<file path="config.mk">
export PLATFORM = sky130hd
export DESIGN_NAME = four_channel_moving_average
export DESIGN_NICKNAME = d
export VERILOG_FILES = /design/src/sv/mavg_pkg.sv /design/src/sv/four_channel_moving_average.sv /design/src/sv/mavg_div.sv
export SDC_FILE = /design/constraint.sdc
export NUM_CORES = 1
export LEC_CHECK = 0
export BUFFER_PORTS_ARGS = -buffer_cell sky130_fd_sc_hd__buf_2
export CAP_MARGIN = 30
export CORE_MARGIN = 2
export CORE_UTILIZATION = 35
export CTS_BUF_LIST = sky130_fd_sc_hd__clkbuf_16
export DETAILED_ROUTE_END_ITERATION = 8
export PLACE_DENSITY = 0.58
export SLEW_MARGIN = 40
export SYNTH_ARGS = -nofsm -noshare
export SYNTH_HDL_FRONTEND = slang
export SYNTH_HIERARCHICAL = 1
export SYNTH_SLANG_ARGS = --single-unit
</file>
<file path="constraint.sdc">
create_clock -name i_clk -period 17.1 [get_ports i_clk]
set_clock_uncertainty 0.2 [all_clocks]
set_input_delay 2.565 -clock i_clk [delete_from_list [all_inputs] [get_ports i_clk]]
set_output_delay 2.565 -clock i_clk [all_outputs]
set_load 0.1 [all_outputs]
</file>
<file path="src/sv/mavg_pkg.sv">
// shared widths, field offsets and reset values for the four-channel moving average
`default_nettype none

package mavg_pkg;

    // channel widths as they travel on the stream
    localparam int TEMP_W = 15;
    localparam int PRES_W = 17;
    localparam int HUM_W  = 14;
    localparam int ALT_W  = 18;
    localparam int MAX_CH_W = 18;
    localparam int NUM_CH = 4;

    // field offsets inside one stored reading
    localparam int TEMP_LSB = 0;
    localparam int PRES_LSB = TEMP_LSB + TEMP_W;
    localparam int HUM_LSB  = PRES_LSB + PRES_W;
    localparam int ALT_LSB  = HUM_LSB + HUM_W;
    localparam int SAMPLE_W = ALT_LSB + ALT_W;

    // output framing
    localparam int SAMP_CNT_W = 4;
    localparam int SAMP_LSB   = SAMPLE_W;
    localparam int OUT_DATA_W = ((SAMPLE_W + SAMP_CNT_W + 7) / 8) * 8;
    localparam int OUT_PAD_W  = OUT_DATA_W - SAMPLE_W - SAMP_CNT_W;

    // channel indexes
    localparam int CH_TEMP = 0;
    localparam int CH_PRES = 1;
    localparam int CH_HUM  = 2;
    localparam int CH_ALT  = 3;

    // bad-read supervision
    localparam int THR_W = 3;
    localparam int BAD_W = 3;
    localparam logic [THR_W-1:0] THR_RESET = 3'd5;

    // default window and derived divider widths
    localparam int WINDOW_DEPTH_DEF = 8;
    localparam int DIVIDEND_W_DEF   = MAX_CH_W + $clog2(WINDOW_DEPTH_DEF);
    localparam int DIVISOR_W_DEF    = $clog2(WINDOW_DEPTH_DEF + 1);

endpackage

`default_nettype wire

</file>
<file path="src/sv/four_channel_moving_average.sv">
// top level: four-channel ring-window moving average with bad-read supervision
`default_nettype none

// Four-channel moving average. Each request on the slave stream carries one reading
// (temperature, pressure, humidity, altitude) and a validity flag in tuser. A valid
// reading is written into one shared window memory of WINDOW_DEPTH entries (all four
// channels side by side in one 64-bit word), then the stored entries are read back
// one per cycle and summed per channel, and four radix-2 dividers divide the sums by
// the fill count, truncating toward zero. The time a valid reading takes is set by
// the single read port of the window memory and by the dividers producing one
// quotient bit a cycle over a dividend of SUM_W bits (21 at the default depth of 8).
// An invalid reading skips the window memory and the dividers and goes straight
// to the done state. One reading is in flight at a time, but the next one is
// taken while a finished result still waits in the output register. The window
// memory needs no clearing: only entries already written are ever read.
module four_channel_moving_average #(
    parameter int WINDOW_DEPTH = mavg_pkg::WINDOW_DEPTH_DEF
) (
    input  wire logic                              i_clk,
    input  wire logic                              i_rst_n,
    // slave stream
    input  wire logic                              i_s_tvalid,
    output logic                                   o_s_tready,
    // temperature_sample, pressure_sample, humidity_sample, altitude_sample
    input  wire logic [mavg_pkg::SAMPLE_W-1:0]     i_s_tdata,
    // reading_valid
    input  wire logic                              i_s_tuser,
    // master stream
    output logic                                   o_m_tvalid,
    input  wire logic                              i_m_tready,
    // temperature_average, pressure_average, humidity_average, altitude_average,
    // samples_in_window, zero padding
    output logic [mavg_pkg::OUT_DATA_W-1:0]        o_m_tdata,
    // averages_valid, reinit_request
    output logic [1:0]                             o_m_tuser,
    // reinit threshold register
    input  wire logic                              i_cfg_wr_en,
    input  wire logic [mavg_pkg::THR_W-1:0]        i_cfg_wr_data
);
    import mavg_pkg::*;

    localparam int IDX_W = $clog2(WINDOW_DEPTH);
    localparam int CNT_W = $clog2(WINDOW_DEPTH + 1);
    localparam int SUM_W = MAX_CH_W + IDX_W;

    // sequencer states
    localparam logic [1:0] ST_IDLE = 2'd0;
    localparam logic [1:0] ST_SUM  = 2'd1;
    localparam logic [1:0] ST_DIV  = 2'd2;
    localparam logic [1:0] ST_DONE = 2'd3;

    logic [1:0]              r_state;
    logic [1:0]              n_state;

    // window memory, one entry per valid reading
    logic [SAMPLE_W-1:0]     mem [WINDOW_DEPTH];
    logic [SAMPLE_W-1:0]     r_rd_data;
    logic                    r_rd_vld;
    logic [CNT_W-1:0]        r_rd_cnt;
    logic                    rd_en;

    // ring state
    logic [IDX_W-1:0]        r_wr_pos;
    logic [CNT_W-1:0]        r_fill;
    logic [BAD_W-1:0]        r_bad;
    logic [BAD_W-1:0]        bad_inc;
    logic [THR_W-1:0]        r_thr;

    // per-item result flags
    logic                    r_avg_valid;
    logic                    r_reinit;

    // accumulators and dividers
    logic signed [SUM_W-1:0] r_sum  [NUM_CH];
    logic signed [SUM_W-1:0] ext    [NUM_CH];
    logic signed [SUM_W-1:0] quo    [NUM_CH];
    logic [NUM_CH-1:0]       div_done;
    logic                    r_div_start;

    // output register
    logic                    r_m_valid;
    logic [OUT_DATA_W-1:0]   r_m_data;
    logic [1:0]              r_m_user;

    logic                    in_acc;
    logic                    out_free;

    assign o_s_tready = (r_state == ST_IDLE);
    assign in_acc     = i_s_tvalid && o_s_tready;
    assign out_free   = !r_m_valid || i_m_tready;
    assign bad_inc    = r_bad + 1'b1;
    // walk entries 0 .. fill-1, written entries only
    assign rd_en      = (r_state == ST_SUM) && (r_rd_cnt < r_fill);

    // threshold register; write it only while idle, the block itself does not enforce this
    always_ff @(posedge i_clk) begin
        if (!i_rst_n) begin
            r_thr <= THR_RESET;
        end else if (i_cfg_wr_en) begin
            r_thr <= i_cfg_wr_data;
        end
    end

    // window memory: write at accept of a valid reading, registered read during the sum pass
    always_ff @(posedge i_clk) begin
        if (in_acc && i_s_tuser) begin
            mem[r_wr_pos] <= i_s_tdata;
        end
        if (rd_en) begin
            r_rd_data <= mem[r_rd_cnt[IDX_W-1:0]];
        end
    end

    // sign- or zero-extend each channel of the word just read
    always_comb begin
        ext[CH_TEMP] = {{(SUM_W-TEMP_W){r_rd_data[TEMP_LSB+TEMP_W-1]}},
                        r_rd_data[TEMP_LSB +: TEMP_W]};
        ext[CH_PRES] = {{(SUM_W-PRES_W){1'b0}}, r_rd_data[PRES_LSB +: PRES_W]};
        ext[CH_HUM]  = {{(SUM_W-HUM_W){1'b0}}, r_rd_data[HUM_LSB +: HUM_W]};
        ext[CH_ALT]  = {{(SUM_W-ALT_W){r_rd_data[ALT_LSB+ALT_W-1]}},
                        r_rd_data[ALT_LSB +: ALT_W]};
    end

    always_comb begin
        n_state = r_state;
        unique case (r_state)
            ST_IDLE: begin
                if (in_acc) begin
                    // an invalid reading skips the window work entirely
                    n_state = i_s_tuser ? ST_SUM : ST_DONE;
                end
            end
            ST_SUM: begin
                // last entry is being accumulated on this edge
                if (r_rd_vld && (r_rd_cnt == r_fill)) begin
                    n_state = ST_DIV;
                end
            end
            ST_DIV: begin
                if (&div_done) begin
                    n_state = ST_DONE;
                end
            end
            ST_DONE: begin
                if (out_free) begin
                    n_state = ST_IDLE;
                end
            end
            default: n_state = ST_IDLE;
        endcase
    end

    // sequencer, ring pointers and bad-read counter
    always_ff @(posedge i_clk) begin
        if (!i_rst_n) begin
            r_state     <= ST_IDLE;
            r_wr_pos    <= '0;
            r_fill      <= '0;
            r_bad       <= '0;
            r_rd_vld    <= 1'b0;
            r_div_start <= 1'b0;
        end else begin
            r_state     <= n_state;
            r_div_start <= (r_state == ST_SUM) && (n_state == ST_DIV);
            r_rd_vld    <= rd_en;
            if (in_acc) begin
                if (i_s_tuser) begin
                    r_bad    <= '0;
                    r_wr_pos <= (r_wr_pos == IDX_W'(WINDOW_DEPTH - 1)) ? '0
                                                                        : r_wr_pos + 1'b1;
                    if (r_fill < CNT_W'(WINDOW_DEPTH)) begin
                        r_fill <= r_fill + 1'b1;
                    end
                end else begin
                    // counter clears when it reaches the threshold
                    r_bad <= (bad_inc >= r_thr) ? '0 : bad_inc;
                end
            end
        end
    end

    // per-item flags, read counter and channel sums
    always_ff @(posedge i_clk) begin
        if (in_acc) begin
            r_avg_valid <= i_s_tuser;
            r_reinit    <= !i_s_tuser && (bad_inc >= r_thr);
            r_rd_cnt    <= '0;
            for (int c = 0; c < NUM_CH; c++) begin
                r_sum[c] <= '0;
            end
        end else begin
            if (rd_en) begin
                r_rd_cnt <= r_rd_cnt + 1'b1;
            end
            if (r_rd_vld) begin
                for (int c = 0; c < NUM_CH; c++) begin
                    r_sum[c] <= r_sum[c] + ext[c];
                end
            end
        end
    end

    // one divider per channel, all started together
    for (genvar c = 0; c < NUM_CH; c++) begin : g_div
        mavg_div #(
            .DIVIDEND_W (SUM_W),
            .DIVISOR_W  (CNT_W)
        ) u_div (
            .i_clk      (i_clk),
            .i_rst_n    (i_rst_n),
            .i_start    (r_div_start),
            .i_dividend (r_sum[c]),
            .i_divisor  (r_fill),
            .o_done     (div_done[c]),
            .o_quotient (quo[c])
        );
    end

    // output register, loaded when the previous result is gone
    always_ff @(posedge i_clk) begin
        if (!i_rst_n) begin
            r_m_valid <= 1'b0;
        end else if ((r_state == ST_DONE) && out_free) begin
            r_m_valid <= 1'b1;
        end else if (i_m_tready) begin
            r_m_valid <= 1'b0;
        end
    end

    always_ff @(posedge i_clk) begin
        if ((r_state == ST_DONE) && out_free) begin
            if (r_avg_valid) begin
                r_m_data <= {{OUT_PAD_W{1'b0}}, SAMP_CNT_W'(r_fill),
                             quo[CH_ALT][ALT_W-1:0], quo[CH_HUM][HUM_W-1:0],
                             quo[CH_PRES][PRES_W-1:0], quo[CH_TEMP][TEMP_W-1:0]};
            end else begin
                // no averages on a bad read, count still reported
                r_m_data <= {{OUT_PAD_W{1'b0}}, SAMP_CNT_W'(r_fill), {SAMPLE_W{1'b0}}};
            end
            r_m_user <= {r_reinit, r_avg_valid};
        end
    end

    assign o_m_tvalid = r_m_valid;
    assign o_m_tdata  = r_m_data;
    assign o_m_tuser  = r_m_user;

`ifndef SYNTHESIS
    a_fill_bound: assert property (@(posedge i_clk) disable iff (!i_rst_n)
        r_fill <= CNT_W'(WINDOW_DEPTH))
        else $error("fill count beyond window depth");

    a_result_from_done: assert property (@(posedge i_clk) disable iff (!i_rst_n)
        $rose(o_m_tvalid) |-> $past(r_state) == ST_DONE)
        else $error("result presented without finishing an item");

    a_flags_exclusive: assert property (@(posedge i_clk) disable iff (!i_rst_n)
        o_m_tvalid |-> !(o_m_tuser[0] && o_m_tuser[1]))
        else $error("reinit request on a valid reading");

    a_div_start_state: assert property (@(posedge i_clk) disable iff (!i_rst_n)
        r_div_start |-> (r_state == ST_DIV) && r_avg_valid)
        else $error("divider started outside the divide step");
`endif

endmodule

`default_nettype wire

</file>
<file path="src/sv/mavg_div.sv">
// signed by unsigned radix-2 divider, one quotient bit a cycle, truncates toward zero
`default_nettype none

module mavg_div #(
    parameter int DIVIDEND_W = mavg_pkg::DIVIDEND_W_DEF,
    parameter int DIVISOR_W  = mavg_pkg::DIVISOR_W_DEF
) (
    input  wire logic                         i_clk,
    input  wire logic                         i_rst_n,
    input  wire logic                         i_start,
    input  wire logic signed [DIVIDEND_W-1:0] i_dividend,
    input  wire logic        [DIVISOR_W-1:0]  i_divisor,
    output logic                              o_done,
    output logic signed [DIVIDEND_W-1:0]      o_quotient
);
    localparam int STEP_W = $clog2(DIVIDEND_W);

    logic                  r_busy;
    logic                  r_done;
    logic [STEP_W-1:0]     r_step;
    logic                  r_neg;
    logic [DIVISOR_W-1:0]  r_dvs;
    logic [DIVISOR_W-1:0]  r_rem;
    logic [DIVIDEND_W-1:0] r_quo;

    logic [DIVISOR_W:0]    rem_sh;
    logic [DIVISOR_W:0]    rem_diff;
    logic                  take;

    always_comb begin
        rem_sh   = {r_rem, r_quo[DIVIDEND_W-1]};
        take     = rem_sh >= {1'b0, r_dvs};
        rem_diff = rem_sh - {1'b0, r_dvs};
    end

    always_ff @(posedge i_clk) begin
        if (!i_rst_n) begin
            r_busy <= 1'b0;
            r_done <= 1'b0;
        end else begin
            r_done <= 1'b0;
            if (i_start) begin
                r_busy <= 1'b1;
                r_step <= STEP_W'(DIVIDEND_W - 1);
                r_neg  <= i_dividend[DIVIDEND_W-1];
                r_dvs  <= i_divisor;
                r_rem  <= '0;
                // magnitude; quotient bits shift in from the bottom
                r_quo  <= i_dividend[DIVIDEND_W-1] ? unsigned'(-i_dividend)
                                                   : unsigned'(i_dividend);
            end else if (r_busy) begin
                r_rem <= take ? rem_diff[DIVISOR_W-1:0] : rem_sh[DIVISOR_W-1:0];
                r_quo <= {r_quo[DIVIDEND_W-2:0], take};
                r_step <= r_step - 1'b1;
                if (r_step == '0) begin
                    r_busy <= 1'b0;
                    r_done <= 1'b1;
                end
            end
        end
    end

    assign o_done     = r_done;
    assign o_quotient = r_neg ? -r_quo : r_quo;

endmodule

`default_nettype wire
</file>
==> results.toml <==
[run_status]
outcome = "finished, final reports clean"

[floorplanning]
die_y_um = 348
coreArea_um2 = 118000
boundaryPins = 149
dieArea_um2 = 121000
die_w_um = 348
start_util = 0.352
num_rows = 126

[synth]
postSynthCellCount = 2780
yosys_warnings = 6
avgSynthCellArea_um2 = 14.9
synthesis.area_um2 = 41400

[clock_network]
cts_tree = "done"
clk_pin_slew_worst_paths_ns = 0.06
cts_sinks = 902
clock_latency_ns = 0.68
cts.path.max_buffers = 3
cts_hold_buffers = 0
cts-root-buf = "clkbuf_16"
cts_setup_buffers = 0
cts_buffers = 94
htree_levels = 3
post_cts_resize_count = 0

[detailed_routing]
drcViolationCount = 0
viasPerCell = 5.10
wl_met2_um = 40900
drt-initial-drc-count = 1625
wirelength_um = 89400
routed-wl-met3_um = 4550
wl_met1_um = 42100
topRoutingLayerUsed = "met5"
drtAntennaViolNets = 0
vias = 23200
wl_per_cell_um = 19.7
drtPass1Iterations = 5

[global_routing]
grt.total_usage = 0.146
grt-ovfl-total = 0
grt_pass1_vias = 23100
grt_pass1_wl_um = 138000
antenna_found_initial = 23
grt_max_degree = 89

[place]
gp_congestion = 0.806
pre_cts_ws_ns = 11.54
hpwl_um = 57200
io_buffers = 144

[power_and_ir_drop]
switching_share = 0.235
vdd_drop_max_mv = 0.0741
comb_power_share = 0.084
pwr-share-clk = 0.400
internal_power_w = 0.00375
powerDensity_nw_per_um2 = 104
seqPwrFrac = 0.516
switchingPower_w = 0.00115
p_leak_nw = 15.6

[sta]
fmax_mhz = 208
slew_headroom = 0.438
hold_violations = 0
drv_slew = 0
tns_ns = 0
period_share = 0.281
worst_slack_ns = 12.29
period_minus_slack_ns = 4.81
rsz0062_at_grt = "no"
tightest_slew_ns = 0.843
setup_viol = 0

[critical_path]
critPathKind = "input port to register"
cp-end-kind = "register"
slowest_delay_ns = 0.58
cp_data_arrival_time_ns = 4.90
critPathMaxFanout = 39
required_ns = 17.20
path_cells = "buf_2, nand2_1, buf_4, clkinv_1, nand3_1, nor2_4, buf_16, buf_4"
crit_top_cell = "buf_4"
start_kind = "input port"
crit_slowest_cell = "nor2_4"

[layout]
syn2layout_area_growth_pct = 13.2
multiInputGateArea_um2 = 13900
drive_gt1_frac = 0.194
seq_area_um2 = 26800
fillers = 10700
nNetsFinal = 3124
fin_util = 0.398

[flow_run]
drv_cap = 0

[hold_path]
worstHoldPathType = "register to register"
-- layer usage --
metal / vias to the layer above / GRT usage
li1: 11100 / -
met1: 11500 / 0.209
met2: 440 / 0.230
met3: 148 / 0.0274
met4: 8 / 0.0378
met5: - / 0
-- registers in the layout, summed over array words and instances, names as in the netlist, 16 cells and up --
name                cells
g_div.u_div/r_dvs      16
r_sum                  84
o_m_tdata              68
g_div.u_div/r_rem      16
g_div.u_div/r_quo      84
mem                   512
g_div.u_div/r_step     20
r_rd_data              64
-- critical path, delay by kind of cell --
family,cells,cell delay [ns]
buffers and inverters,5,1.33
AND/OR/NAND/NOR,3,0.95
-- per-stage QoR --
| step | instances | area (um^2) | hold slack, ns | total power, W |
|---|---|---|---|---|
| detailed placement | 4368 | 43900 | 0.258 | 0.00299 |
| global route | 4543 | 46900 | 0.280 | 0.00510 |
| global placement | 4367 | 43800 | 0.254 | 0.00298 |
| floorplan | 2783 | 41500 | 0.200 | 0.00287 |
| finish | 4545 | 46900 | 0.262 | 0.00490 |
| CTS | 4542 | 46900 | 0.268 | 0.00497 |
-- layout by cell type (no fill, tap or decap), drive strengths merged, types with 35 or more instances in the layout --
cell    count
xnor2      98
ha        114
o21ai      88
clkbuf     96
clkinv     40
edfxtp    872
mux2       64
xor2       84
nand3      36
o31ai      35
inv       115
buf       172
a21oi     138
nor2      215
and2       82
nor3       67
mux4      128
nand2     116
-- final timing paths --
check	slack, ns	cells after the start	end	startpoint
setup / recovery	12.29	8	mem[6][22]$_DFFE_PP_	i_s_tvalid
hold / removal	0.26	2	g_div[3].u_div/o_done$_SDFF_PP0_	g_div[3].u_div/r_busy$_SDFF_PN0_
hold reg to reg	0.26	2	g_div[3].u_div/o_done$_SDFF_PP0_	g_div[3].u_div/r_busy$_SDFF_PN0_
setup reg to reg	13.57	8	mem[6][22]$_DFFE_PP_	r_state[1]$_SDFF_PN0_
-- power groups by stage --
stage	clock network, W	registers [W]	logic [W]
floorplan	0	0.00257	0.000299
global placement	0	0.00258	0.000408
detailed placement	0	0.00258	0.000409
CTS	0.00202	0.00253	0.000412
global route	0.00211	0.00253	0.000457
finish	0.00196	0.00253	0.000412
-- cell type report --
| cell class | instances | share of cell area |
|---|---|---|
| Antenna cell | 2 | 0.000107 |
| Sequential cell | 902 | 0.571 |
| Clock inverter | 79 | 0.0127 |
| Inverter | 83 | 0.00664 |
| Tap cell | 1536 | 0.0410 |
| Clock buffer | 95 | 0.0507 |
| Multi-Input combinational cell | 1675 | 0.296 |
| Timing Repair Buffer | 173 | 0.0217 |
(Power assumes the default switching activity.)
